===== src/rtl/lookat_view_matrix_core_macros.svh =====
// ----------------------------------------------------------------------------
// Look-at view matrix core: assertion macros
// Shared property wrappers; define ASSERT_OFF to compile them out.
// ----------------------------------------------------------------------------
`ifndef LOOKAT_VIEW_MATRIX_CORE_MACROS_SVH
`define LOOKAT_VIEW_MATRIX_CORE_MACROS_SVH
`ifndef ASSERT_OFF
// Same-cycle implication
`define LVM_ASSERT_IMP(lbl, clk, rst, ante, cons, msg) \
  lbl: assert property (@(posedge clk) disable iff (rst) (ante) |-> (cons)) else $error(msg);
// Next-cycle implication
`define LVM_ASSERT_NXT(lbl, clk, rst, ante, cons, msg) \
  lbl: assert property (@(posedge clk) disable iff (rst) (ante) |=> (cons)) else $error(msg);
`else
`define LVM_ASSERT_IMP(lbl, clk, rst, ante, cons, msg)
`define LVM_ASSERT_NXT(lbl, clk, rst, ante, cons, msg)
`endif
`endif


===== src/rtl/lvm_pkg.sv =====
// ----------------------------------------------------------------------------
// Look-at view matrix package
// Shared types and constants of the front, queue and back end.
// ----------------------------------------------------------------------------
package lvm_pkg;

  localparam int COMP_W = 32;
  localparam int DIFF_W = 33;
  localparam logic [1:0] ROW_LAST = 2'd3;

  typedef logic signed [COMP_W-1:0] comp_t;
  typedef logic signed [DIFF_W-1:0] diff_t;

  // One queued transaction: up hint, eye and eye minus target
  typedef struct packed {
    comp_t up_x;
    comp_t up_y;
    comp_t up_z;
    comp_t eye_x;
    comp_t eye_y;
    comp_t eye_z;
    diff_t d_x;
    diff_t d_y;
    diff_t d_z;
  } item_t;

  // Queue control driven by the back end
  typedef struct packed {
    logic valid;
    logic pop;
  } q_ctl_t;

  typedef enum logic [3:0] {
    ST_IDLE,
    ST_NRM_START,
    ST_NRM_SHIFT,
    ST_MUL,
    ST_SQRT,
    ST_DIV_INIT,
    ST_DIV_STEP,
    ST_NEXT,
    ST_EMIT
  } eng_state_t;

  typedef enum logic [1:0] {
    MD_CROSS1,
    MD_CROSS2,
    MD_SQ,
    MD_DOT
  } mul_mode_t;

  typedef enum logic [1:0] {
    VEC_DIR   = 2'd0,
    VEC_RIGHT = 2'd1,
    VEC_UP    = 2'd2
  } vec_sel_t;

endpackage


===== src/rtl/lvm_queue.sv =====
// ----------------------------------------------------------------------------
// Look-at view matrix queue
// Two-entry register queue between the front and the back end.
// ----------------------------------------------------------------------------
module lvm_queue (
  input  logic           clk,
  input  logic           rst,
  input  logic           push,
  input  lvm_pkg::item_t din,
  input  logic           pop,
  output logic           full,
  output logic           valid,
  output lvm_pkg::item_t dout
);

  lvm_pkg::item_t mem [2];
  logic           wr_ptr;
  logic           rd_ptr;
  logic [1:0]     count;

  assign full  = (count == 2'd2);
  assign valid = (count != 2'd0);
  assign dout  = mem[rd_ptr];

  // Advance pointers and occupancy
  always_ff @(posedge clk) begin
    if (rst) begin
      wr_ptr <= 1'b0;
      rd_ptr <= 1'b0;
      count  <= 2'd0;
    end else begin
      if (push) begin
        wr_ptr <= !wr_ptr;
      end
      if (pop) begin
        rd_ptr <= !rd_ptr;
      end
      if (push && !pop) begin
        count <= count + 2'd1;
      end else if (pop && !push) begin
        count <= count - 2'd1;
      end
    end
  end

  // Store payload
  always_ff @(posedge clk) begin
    if (push) begin
      mem[wr_ptr] <= din;
    end
  end

endmodule


===== config.mk =====
export PLATFORM = sky130hd
export DESIGN_NAME = lvm_queue
export DESIGN_NICKNAME = d
export VERILOG_FILES = /design/src/rtl/lookat_view_matrix_core_macros.svh /design/src/rtl/lvm_pkg.sv /design/src/rtl/lvm_queue.sv
export SDC_FILE = /design/constraint.sdc
export NUM_CORES = 1
export LEC_CHECK = 0
export CAP_MARGIN = 20
export CORE_ASPECT_RATIO = 1.2
export CORE_MARGIN = 2
export CORE_UTILIZATION = 31
export CTS_CLUSTER_DIAMETER = 150
export CTS_CLUSTER_SIZE = 24
export DETAILED_ROUTE_END_ITERATION = 16
export DONT_BUFFER_PORTS = 1
export GPL_TIMING_DRIVEN = 0
export PLACE_DENSITY = 0.42
export SLEW_MARGIN = 5
export SYNTH_ARGS = -nofsm -noshare
export SYNTH_HDL_FRONTEND = slang
export SYNTH_SLANG_ARGS = --single-unit

===== constraint.sdc =====
create_clock -name clk -period 22.8 [get_ports clk]
set_input_delay 4.56 -clock clk [delete_from_list [all_inputs] [get_ports clk]]
set_output_delay 4.56 -clock clk [all_outputs]
set_load 0.02 [all_outputs]

# Yosys cells after proc, flatten, opt, wreduce, memory -nomap -nowiden
# Memory sizes are Yosys's and may differ from the RTL's. A register that Yosys moved wholly into a read port is not among the register bits.
# Cells that the tools add are included.
[totals] ram_bits=582 wordCells=21 out_inout_bits=293 input_bits=295 latchBits=0 memories=1 romBits=0 regBits=4
[memory_table] memory="mem" words=2 width=291 rd=1 rd_ports_with_merged_regs=1 wr=1 line="lvm_queue.sv:16" source="lvm_pkg::item_t mem [2];"
[classes] n_div=0 reduce_logical=8 bitwise=0 shifts=0 order_cmp=0 mul=0 add_sub_neg=2 n_mux=6 n_eq_ne=1
[ops] cell="$logic_not A1 Y1" n=4
[ops] cell="$mux W1" n=4
[ops] cell="$mux W2" n=2
[ops] cell="$reduce_bool A2 Y1" n=2
[ops] cell="$add A2 B1 Y2 const B" n=1
[ops] cell="$eq A2 B2 Y1 const B" n=1
[ops] cell="$logic_and A1 B1 Y1" n=2
[ops] cell="$sub A2 B1 Y2 const B" n=1

# Longest topological paths before layout
[logic_depth] word_depth=4 depth_mapped=5 ltp_nobuf=5

# Least setup slack after synthesis
# OpenSTA, ideal clock, no wires.
[synth_timing] path_type="input-to-reg" start="in push" end="mem mem[0][0] (netlist name) (enable)" path_stages=1 arrival_ns=17.071 slack_ns=4.746 t_required_ns=21.816 setup_time_ns=0.984 n_path_buf=0 cell_sequence="nor2b_1"
[synth_via] elab_chain_len=2
[synth_lines] element="from (decl)" line="lvm_queue.sv:8" source="input logic push,"
[synth_lines] element="$mux W1" line="lvm_queue.sv:48" source="if (push) begin"
[synth_lines] element="$mux W1 (implied by the code)" line="lvm_queue.sv:49" source="mem[wr_ptr] <= din;"
[synth_lines] element="to (decl)" line="lvm_queue.sv:16"
# No other way between the ends.

==> summary.md <==
| Metric | Value |
|---|---|
| Simple-Gate Fraction of Synth Area | 0.2164% |
| Final period util | 29.19% |
| Nets@finish | 1270 |
| Post-synthesis sequential area ratio | 82.16% |
| Yosys warning total | 0 |
| DP HPWL | 36.04 mm |
| Synth top cells by count | 582 x edfxtp_1, 291 x mux2_2, 29 x clkbuf_8 |
| Tightest Pin Transition | 0.8629 ns |
| Row count | 105 |
| First-pass DRT Iterations | 4 |
| Post-synthesis mux area share | 15.32% |
| Max IR drop VDD | 0.00007541 V |
| Maximum fanout along the worst path | 10 |
| Starting DRT DRC Count | 416 |
| I/O pin cnt | 588 |
| CP cell instances | buf_6 > clkbuf_8 > mux2_2 |
| Sequential share of power | 60.8% |
| Area contributors post-synth | edfxtp_1 82%, mux2_2 15%, clkbuf_8 1.9% |
| # DRC | 0 |
| Routed vias/inst | 4.569 |
| Antenna-violating nets left | 0 |
| NetSw | 0.0005113 W |
| Number of H-tree levels | 1 |
| Adder-cell share of the synthesized area | 0.05848% |
| Worst Setup End Kind | output port |
| Total power per unit cell area | 88.08 nW/um2 |
| Minimum clock period | 6.654 ns |
| Total wire length | 49.53 mm |
| Clock skew | 0.02554 ns |
| Syn_nets | 1223 |
| Initial Util | 31.32% |
| Compound-Gate Fraction of Synth Area | 0.04679% |
| Sw Share | 24.48% |
| Post-CTS setup buffer count | 0 |
| Comb power frac | 12.5% |
| FFs w/ async S/R, synth | 0% |
| Final hold violation count | 0 |
| Post-synth EDFFs | 582 |
| Leak pwr | 7.419 nW |
| Status | complete, no violations |
| Initial antenna violation count | 0 |
| TritonCTS clock tree | built |
| Layout area overhead | 10.83% |
| Global-route usage over all layers | 13.39% |
| Hold-fix buffers, CTS | 0 |
| Netlist cell types | 16 |
| Seq cells post-synth | 587 |
| Pin count of the biggest net entering global routing | 54 |
| PortBufs | 0 |
| Buf/Inv on CP | 2 |
| Post-cts gate resize count | 0 |
| First-pass GRT wire length | 68.90 mm |
| Gr ovfl total | 0 |
| Slowest stage delay, CP | 0.49 ns |
| Routability cong. | 0.7428 |
| Clock transition at path regs | 0.10 ns |
| Crit start category | register |
| Unrepaired setup endpoints after global routing | false |
| Die X | 243.8 um |
| Fmax | 0.1503 GHz |
| Pins Over Slew Limit | 0 |
| Clk_lat worst skew | 0.61 ns |
| Worst Path Required | 18.24 ns |
| Share of layout cells above drive strength 1 | 37.87% |
| Post-synthesis xor/xnor area fraction | 0.1638% |
| Most frequent cell after synthesis | edfxtp_1 |
| Total power | 0.002088 W |
| Yosys top cell area share | 81.69% |
| Mapped Area | 21390 um2 |
| Avg WL per Cell | 26.15 um |
| Dominant cell type by area after synthesis | edfxtp_1 |
| Die area | 71140 um2 |
| CP delay by family, top | flip-flops |
| Vias in the first global route | 9231 |
| Vias after detailed routing | 8653 |
| Slowest-stage cell, CP | dfxtp_1 |
| Clock root buffer | clkbuf_16 |
| Final hold slack | 0.5174 ns |
| Int Pwr | 0.001577 W |
| Fillers | 6423 |
| Ant. Diodes | 0 |
| Clock power frac | 26.7% |
| Tightest Hold Check Type | register to register |
| Max cap viols | 0 |
| Max Root-Sink Buffers | 3 |
| Slew Limit Headroom | 42.47% |
| Die Y | 291.8 um |
| Crit Path Category | register to output port |
| Top FF cell, synth | edfxtp_1 |
| Post-Syn Instances | 927 |
| # setup viols final | 0 |
| Largest family of logic cells by synthesized area | multiplexers |
| CORE AREA | 68320 um2 |
| Synth Area per Inst | 23.08 um2 |
| CTS Buf Count | 28 |
| Sink Count | 587 |
| Setup_tns | 0 ns |
| Crit path arrival time | 2.09 ns |
## routing by layer
metal | GRT usage (%) | wire length, um
met1 | 12.80 | 15660
met2 | 23.59 | 25160
met3 | 8.943 | 7785
met4 | 3.064 | 923
met5 | 0 | 0
## registers in the layout (all words and copies together), names as in the netlist, named ones only
name    cells
mem       582
rd_ptr      1
wr_ptr      1
count       2
## worst paths after layout
path	from	slack (ns)	cells after the start	end
hold reg to reg	count[1]$_SDFFE_PP0P_	0.52	2	count[1]$_SDFFE_PP0P_
setup / recovery	register	16.15	3	dout[150]
setup reg to reg	wr_ptr$_SDFFE_PP0P_	20.29	4	mem[1][18]$_DFFE_PP_
hold / removal	count[1]$_SDFFE_PP0P_	0.52	2	count[1]$_SDFFE_PP0P_
## placed cells by master (no fill, tap or decap), types with 2 or more instances in the layout
cell type / n
xnor2_1: 2
buf_6: 3
edfxtp_1: 582
buf_16: 6
nor2_1: 4
clkbuf_8: 29
mux2_2: 291
clkbuf_1: 11
dfxtp_1: 5
clkbuf_16: 29
buf_12: 11
xor2_1: 2
## stage by stage
step	instances	cell area, um2	utilization (%)	setup slack (ns)
4_1_cts	1894	23710	34.71	16.01
3_5_place_dp	1853	22930	33.56	16.12
2_1_floorplan	927	21390	-	4.746
5_1_grt	1894	23710	34.71	15.99
3_3_place_gp	1836	22530	32.98	-4.162
6_report	1894	23710	34.71	16.15
## final cells by class
| class | count | area, um2 | area share (%) |
|---|---|---|---|
| Timing Repair Buffer | 17 | 385.4 | 1.625 |
| Tap cell | 909 | 1137 | 4.797 |
| Multi-Input combinational cell | 307 | 3391 | 14.30 |
| Buffer | 32 | 432.9 | 1.826 |
| Inverter | 1 | 3.754 | 0.01583 |
| Sequential cell | 587 | 17580 | 74.13 |
| Clock inverter | 1 | 16.27 | 0.06860 |
| Clock buffer | 40 | 767.0 | 3.235 |
## power by group through the flow
| stage | sequential (W) | clock, W | combinational [W] |
|---|---|---|---|
| final | 0.00127 | 0.000558 | 0.000260 |
| after global routing | 0.00128 | 0.000625 | 0.000276 |
| after CTS | 0.00127 | 0.000589 | 0.000269 |
| after detailed placement | 0.00130 | 0 | 0.000268 |
| after global placement | 0.00134 | 0 | 0.000256 |
| after floorplan | 0.00132 | 0 | 0.000198 |
## worst register-to-register path, stage by stage, from the launching register on
cell	delay [ns]
dfxtp_1	0.42
and2_4	0.73
buf_16	0.36
buf_16	0.34
buf_16	0.30
## kinds of logic after synthesis
family,Yosys count
AND/OR/NAND/NOR,9
AO/OA/AOI/OAI,2
XOR/XNOR,4
adder cells (fa/ha/maj),1
multiplexers,291
buffers and inverters,33
flip-flops,587
(Power assumes the default switching activity.)
