===== config.mk =====
export PLATFORM = sky130hd
export DESIGN_NAME = lvm_front
export DESIGN_NICKNAME = d
export VERILOG_FILES = /design/src/rtl/lookat_view_matrix_core_macros.svh /design/src/rtl/lvm_pkg.sv /design/src/rtl/lvm_front.sv
export SDC_FILE = /design/constraint.sdc
export NUM_CORES = 1
export LEC_CHECK = 0
export BUFFER_PORTS_ARGS = -buffer_cell sky130_fd_sc_hd__buf_2
export CAP_MARGIN = 40
export CORE_AREA = 4 4 223 225
export DETAILED_ROUTE_END_ITERATION = 10
export DIE_AREA = 0 0 227 229
export PLACE_DENSITY = 0.46
export SETUP_SLACK_MARGIN = 0.4
export SLEW_MARGIN = 20
export SYNTH_ARGS = -nofsm -noshare
export SYNTH_HDL_FRONTEND = slang
export SYNTH_SLANG_ARGS = --single-unit

===== constraint.sdc =====
create_clock -name vclk -period 3.6
set_clock_uncertainty 0.05 [all_clocks]
set_input_delay 0.72 -clock vclk [all_inputs]
set_output_delay 0.72 -clock vclk [all_outputs]
set_load 0.03 [all_outputs]

===== src/rtl/lookat_view_matrix_core_macros.svh =====
// ----------------------------------------------------------------------------
// Look-at view matrix core: assertion macros
// Shared property wrappers; define ASSERT_OFF to compile them out.
// ----------------------------------------------------------------------------
`ifndef LOOKAT_VIEW_MATRIX_CORE_MACROS_SVH
`define LOOKAT_VIEW_MATRIX_CORE_MACROS_SVH
`ifndef ASSERT_OFF
// Same-cycle implication
`define LVM_ASSERT_IMP(lbl, clk, rst, ante, cons, msg) \
  lbl: assert property (@(posedge clk) disable iff (rst) (ante) |-> (cons)) else $error(msg);
// Next-cycle implication
`define LVM_ASSERT_NXT(lbl, clk, rst, ante, cons, msg) \
  lbl: assert property (@(posedge clk) disable iff (rst) (ante) |=> (cons)) else $error(msg);
`else
`define LVM_ASSERT_IMP(lbl, clk, rst, ante, cons, msg)
`define LVM_ASSERT_NXT(lbl, clk, rst, ante, cons, msg)
`endif
`endif


===== src/rtl/lvm_pkg.sv =====
// ----------------------------------------------------------------------------
// Look-at view matrix package
// Shared types and constants of the front, queue and back end.
// ----------------------------------------------------------------------------
package lvm_pkg;

  localparam int COMP_W = 32;
  localparam int DIFF_W = 33;
  localparam logic [1:0] ROW_LAST = 2'd3;

  typedef logic signed [COMP_W-1:0] comp_t;
  typedef logic signed [DIFF_W-1:0] diff_t;

  // One queued transaction: up hint, eye and eye minus target
  typedef struct packed {
    comp_t up_x;
    comp_t up_y;
    comp_t up_z;
    comp_t eye_x;
    comp_t eye_y;
    comp_t eye_z;
    diff_t d_x;
    diff_t d_y;
    diff_t d_z;
  } item_t;

  // Queue control driven by the back end
  typedef struct packed {
    logic valid;
    logic pop;
  } q_ctl_t;

  typedef enum logic [3:0] {
    ST_IDLE,
    ST_NRM_START,
    ST_NRM_SHIFT,
    ST_MUL,
    ST_SQRT,
    ST_DIV_INIT,
    ST_DIV_STEP,
    ST_NEXT,
    ST_EMIT
  } eng_state_t;

  typedef enum logic [1:0] {
    MD_CROSS1,
    MD_CROSS2,
    MD_SQ,
    MD_DOT
  } mul_mode_t;

  typedef enum logic [1:0] {
    VEC_DIR   = 2'd0,
    VEC_RIGHT = 2'd1,
    VEC_UP    = 2'd2
  } vec_sel_t;

endpackage


===== src/rtl/lvm_front.sv =====
// ----------------------------------------------------------------------------
// Look-at view matrix front end
// Accepts input transactions, forms eye minus target and pushes the queue.
// ----------------------------------------------------------------------------
module lvm_front (
  input  logic          in_valid,
  output logic          in_stall,
  input  lvm_pkg::comp_t up_x,
  input  lvm_pkg::comp_t up_y,
  input  lvm_pkg::comp_t up_z,
  input  lvm_pkg::comp_t target_x,
  input  lvm_pkg::comp_t target_y,
  input  lvm_pkg::comp_t target_z,
  input  lvm_pkg::comp_t eye_x,
  input  lvm_pkg::comp_t eye_y,
  input  lvm_pkg::comp_t eye_z,
  input  logic          q_full,
  output logic          push,
  output lvm_pkg::item_t item
);

  // Hold off while the queue has no room
  assign in_stall = q_full;
  assign push     = in_valid && !q_full;

  // Build the queued item with exact 33-bit differences
  always_comb begin
    item.up_x  = up_x;
    item.up_y  = up_y;
    item.up_z  = up_z;
    item.eye_x = eye_x;
    item.eye_y = eye_y;
    item.eye_z = eye_z;
    item.d_x   = {eye_x[31], eye_x} - {target_x[31], target_x};
    item.d_y   = {eye_y[31], eye_y} - {target_y[31], target_y};
    item.d_z   = {eye_z[31], eye_z} - {target_z[31], target_z};
  end

endmodule


======== After elaboration in Yosys (flattened, before gate mapping) ========
Index checks and enable logic that the tools add are counted.
word-level totals
  register bits ........................... 0
  input port bits ......................... 290
  output and inout port bits .............. 293
  word-level logic and storage cells ...... 5
cells by class
  add/subtract/negate cells ............... 3
  reductions and logical operators ........ 2
operator list
  operator                      count
  subtractor 32 x 32 -> 33 bit  3
  logical AND 1 bit             1
  zero test 1 bit               1

======== Logic depth before layout (Yosys ltp) ========
  depth after elaboration ................. 2
  mapped depth ............................ 11
  mapped depth without buffers ............ 11

======== Worst setup path before layout ========
No wires, ideal clock.
  path type ............................... input -> output
  start ................................... input port target_y[1]
  end ..................................... output port item[64] (netlist name)
  data arrival time ....................... 4012 ps
  required time ........................... 2830 ps
  path slack .............................. -1182 ps
  cell stages on the path ................. 10
  path buffers ............................ 0
  cells stage by stage .................... inv_1 ha_1 nor2b_1 o21a_1 a311o_1 a22o_1 a21oi_1 o211ai_2 mux2i_1 a2111oi_0
RTL lines
  item                line             source
  start: declaration  lvm_front.sv:12  input lvm_pkg::comp_t target_y,
  end: declaration    lvm_front.sv:19  output lvm_pkg::item_t item

==> metrics.txt <==
# TYPE chip_impl_metric gauge
chip_impl_info{name="worst_path_most_repeated_cell",value="buf_6"} 1
chip_impl_metric{name="synth_fp_nets",unit=""} 1392
chip_impl_metric{name="stdcell_area",unit="um^2"} 12800
chip_impl_metric{name="stdcell_count",unit=""} 2030
chip_impl_metric{name="power_per_cell_area",unit="nW/um^2"} 258
chip_impl_metric{name="place_area",unit="um^2"} 10700
chip_impl_metric{name="grt_util_all_layers",unit=""} 0.108
chip_impl_metric{name="start_util",unit=""} 0.143
chip_impl_metric{name="fin_setup_tns",unit="ps"} -3920
chip_impl_metric{name="yosys_warnings",unit=""} 0
chip_impl_metric{name="dp_worst_setup_slack",unit="ps"} -512
chip_impl_metric{name="core",unit="um^2"} 47500
chip_impl_info{name="failing_checks",value="negative setup slack"} 1
chip_impl_metric{name="final.setup.worst_slack",unit="ps"} -267
chip_impl_metric{name="fmax",unit="GHz"} 0.259
chip_impl_metric{name="drv.max_cap_violation_count",unit=""} 0
chip_impl_metric{name="yosysSeqAreaShare",unit=""} 0
chip_impl_metric{name="placement_rows",unit=""} 80
chip_impl_metric{name="place.gp.congestion",unit=""} 0.843
chip_impl_metric{name="netlist-cell-type-count",unit=""} 70
chip_impl_metric{name="design.final.nets",unit=""} 1805
chip_impl_metric{name="max_slew_headroom",unit=""} 0.659
chip_impl_metric{name="vdd_drop_max",unit="mV"} 0.128
chip_impl_metric{name="route.detailed.wl_per_inst",unit="um"} 15.2
chip_impl_metric{name="area_delta_synth_final",unit="%"} 88.0
chip_impl_metric{name="dieHeight",unit="um"} 229
chip_impl_metric{name="syn_inst",unit=""} 1003
chip_impl_info{name="worst_setup_path_endpoint",value="item[97]"} 1
chip_impl_info{name="status",value="finished, violations left"} 1
chip_impl_metric{name="first_pass_grt_wire_length",unit="um"} 46200
chip_impl_metric{name="cts-hold-fix-buffers",unit=""} 0
chip_impl_info{name="endpoint_kind",value="primary output"} 1
chip_impl_metric{name="vias_in_the_first_global_route",unit=""} 8603
chip_impl_info{name="worstSetupStartpoint",value="eye_x[9]"} 1
chip_impl_metric{name="crit_path_max_fanout",unit=""} 6
chip_impl_info{name="rsz_0062_raised_after_global_routing",value="true"} 1
chip_impl_metric{name="port_buf_inserts",unit=""} 391
chip_impl_metric{name="worst_ep_arrival_time",unit="ps"} 3100
chip_impl_metric{name="crit_required",unit="ps"} 2830
chip_impl_info{name="worst_path_max_delay_cell",value="a221o_4"} 1
chip_impl_metric{name="ant_nets",unit=""} 0
chip_impl_info{name="worst_hold_path_type",value="input port to primary output"} 1
chip_impl_metric{name="grt_max_degree",unit=""} 10
chip_impl_info{name="worstSetupStartpointType",value="input port"} 1
chip_impl_metric{name="post-route-period-util",unit=""} 1.07
chip_impl_metric{name="initial_antenna_violation_count",unit=""} 2
chip_impl_metric{name="overall_die_width",unit="um"} 227
chip_impl_metric{name="final-setup-viol-count",unit=""} 38
chip_impl_metric{name="dpl.hpwl",unit="um"} 27300
chip_impl_metric{name="drt-total-wl",unit="um"} 30900
chip_impl_metric{name="report.final.hold_viol_count",unit=""} 0
chip_impl_metric{name="critical-path-max-stage-delay",unit="ps"} 430
chip_impl_metric{name="grt-ovfl-total",unit=""} 0
chip_impl_metric{name="filler_cell_count",unit=""} 5162
chip_impl_metric{name="firstDrtPassIters",unit=""} 4
chip_impl_metric{name="remaining_drc_errors",unit=""} 0
chip_impl_metric{name="period_minus_slack",unit="ps"} 3870
chip_impl_info{name="critPathKind",value="input port to primary output"} 1
chip_impl_metric{name="layout-drive-gt1-share",unit=""} 0.639
chip_impl_metric{name="drt_iter0_drc",unit=""} 163
chip_impl_info{name="crit_chain",value="buf_6, ha_4, and4_4, and2_4, a221o_1, a21oi_4, o31ai_2, buf_4, a221o_4, a311oi_4, buf_6"} 1
chip_impl_metric{name="avgSynthCellArea",unit="um^2"} 6.79
chip_impl_metric{name="slew_limit_fails",unit=""} 0
chip_impl_metric{name="final.clkbuf_count",unit=""} 0
chip_impl_metric{name="route.detailed.vias_per_inst",unit=""} 4.00
chip_impl_metric{name="die-area",unit="um^2"} 52000
chip_impl_metric{name="place_inst",unit=""} 1973
chip_impl_metric{name="combined_area_of_all_synthesized_cells",unit="um^2"} 6810
chip_impl_metric{name="final-seq-area",unit="um^2"} 0
chip_impl_metric{name="top_level_port_count",unit=""} 583
chip_impl_metric{name="num_vias",unit=""} 8124
chip_impl_metric{name="p_leak",unit="nW"} 6.21
chip_impl_metric{name="sequential_cell_total",unit=""} 0
chip_impl_metric{name="worst_pin_slew",unit="ps"} 504
synthesized netlist by cell type, drive strengths merged (4+ instances only):
library cell,number,area (um^2)
a211oi,7,57.6
a21boi,4,30.0
a21o,44,330
a21oi,87,439
a311oi,4,41.3
a31oi,9,77.6
and3,9,57.6
buf,194,1450
clkbuf,19,71.3
ha,96,1200
inv,124,465
nand2,64,240
nand2b,7,43.8
nand3,20,100
nand4,17,106
nor2,48,180
nor2b,16,100
nor3,7,35.0
o211ai,11,87.6
o21a,16,120
o21ai,51,255
o21bai,10,75.1
o31ai,8,65.1
xnor2,48,420
xor2,32,280
how the worst min path moves through the flow:
stage | to | cells after the start | startpoint
finish | item[215] | 0 | up_z[20]
floorplan | push | 1 | q_full
detailed placement | item[200] | 0 | up_z[5]
global route | item[271] | 0 | up_x[12]
global placement | item[200] | 0 | up_z[5]
CTS | item[200] | 0 | up_z[5]
cell type report:
type               instances  area [um^2]  share of cell area
diodes                     1         2.50            0.000195
well taps                615          769              0.0601
repair buffers           624         4510               0.352
inverters                124          528              0.0412
multi-input cells        666         7000               0.547
layer usage:
metal	part of all wire	vias up	GRT usage
met5	0.0022	-	0.00664
met4	0.0083	4	0.00662
met3	0.072	24	0.0260
met2	0.51	286	0.200
met1	0.41	3747	0.131
li1	-	4063	-
worst max-delay path: cells and delay by family:
kind | cells | cell delay [ps]
buffers and inverters | 3 | 420
adders and majority gates | 1 | 250
and+or+nand+nor | 2 | 340
AOI/OAI and AO/OA | 5 | 1360
report_power, final:
group	switching [mW]	internal (mW)
combinational	1.81	1.50
sequential	0	0
clock	0	0.0000000372
total	1.81	1.50
cells in the final DEF (no fill, tap or decap), types with 19 or more instances in the layout:
cell | netlist | layout
nor2_1 | 48 | 34
xnor2_1 | 48 | 19
a21oi_2 | 1 | 22
ha_4 | 0 | 36
a21oi_1 | 86 | 54
buf_6 | 0 | 126
inv_1 | 124 | 101
a21o_1 | 44 | 44
o21ai_0 | 48 | 20
nand2_1 | 64 | 55
ha_1 | 96 | 55
buf_4 | 193 | 199
buf_2 | 1 | 289
xor2_2 | 0 | 19
metrics by stage:
stage / hold slack, ps / utilization / power (mW)
after floorplan: 1500 / - / 2.03
final: 1390 / 0.269 / 3.31
after global placement: 1390 / 0.224 / 2.70
after global routing: 1390 / 0.269 / 3.53
after detailed placement: 1390 / 0.224 / 2.70
after CTS: 1390 / 0.252 / 3.14
timing repair:
action                     4_1_cts  5_1_grt
resized for setup              289      132
setup endpoints to repair       75       78
pin swaps                       99       85
buffers inserted                25       31
cells by family after synthesis:
| family | Yosys count | share of synthesized area |
|---|---|---|
| compound gates | 280 | 0.272 |
| xor+xnor | 80 | 0.103 |
| fa+ha+maj | 99 | 0.185 |
| buf+inv | 337 | 0.292 |
| mux | 2 | 0.00294 |
| simple gates | 205 | 0.145 |
Note: power is estimated with default switching activity, not from simulation.
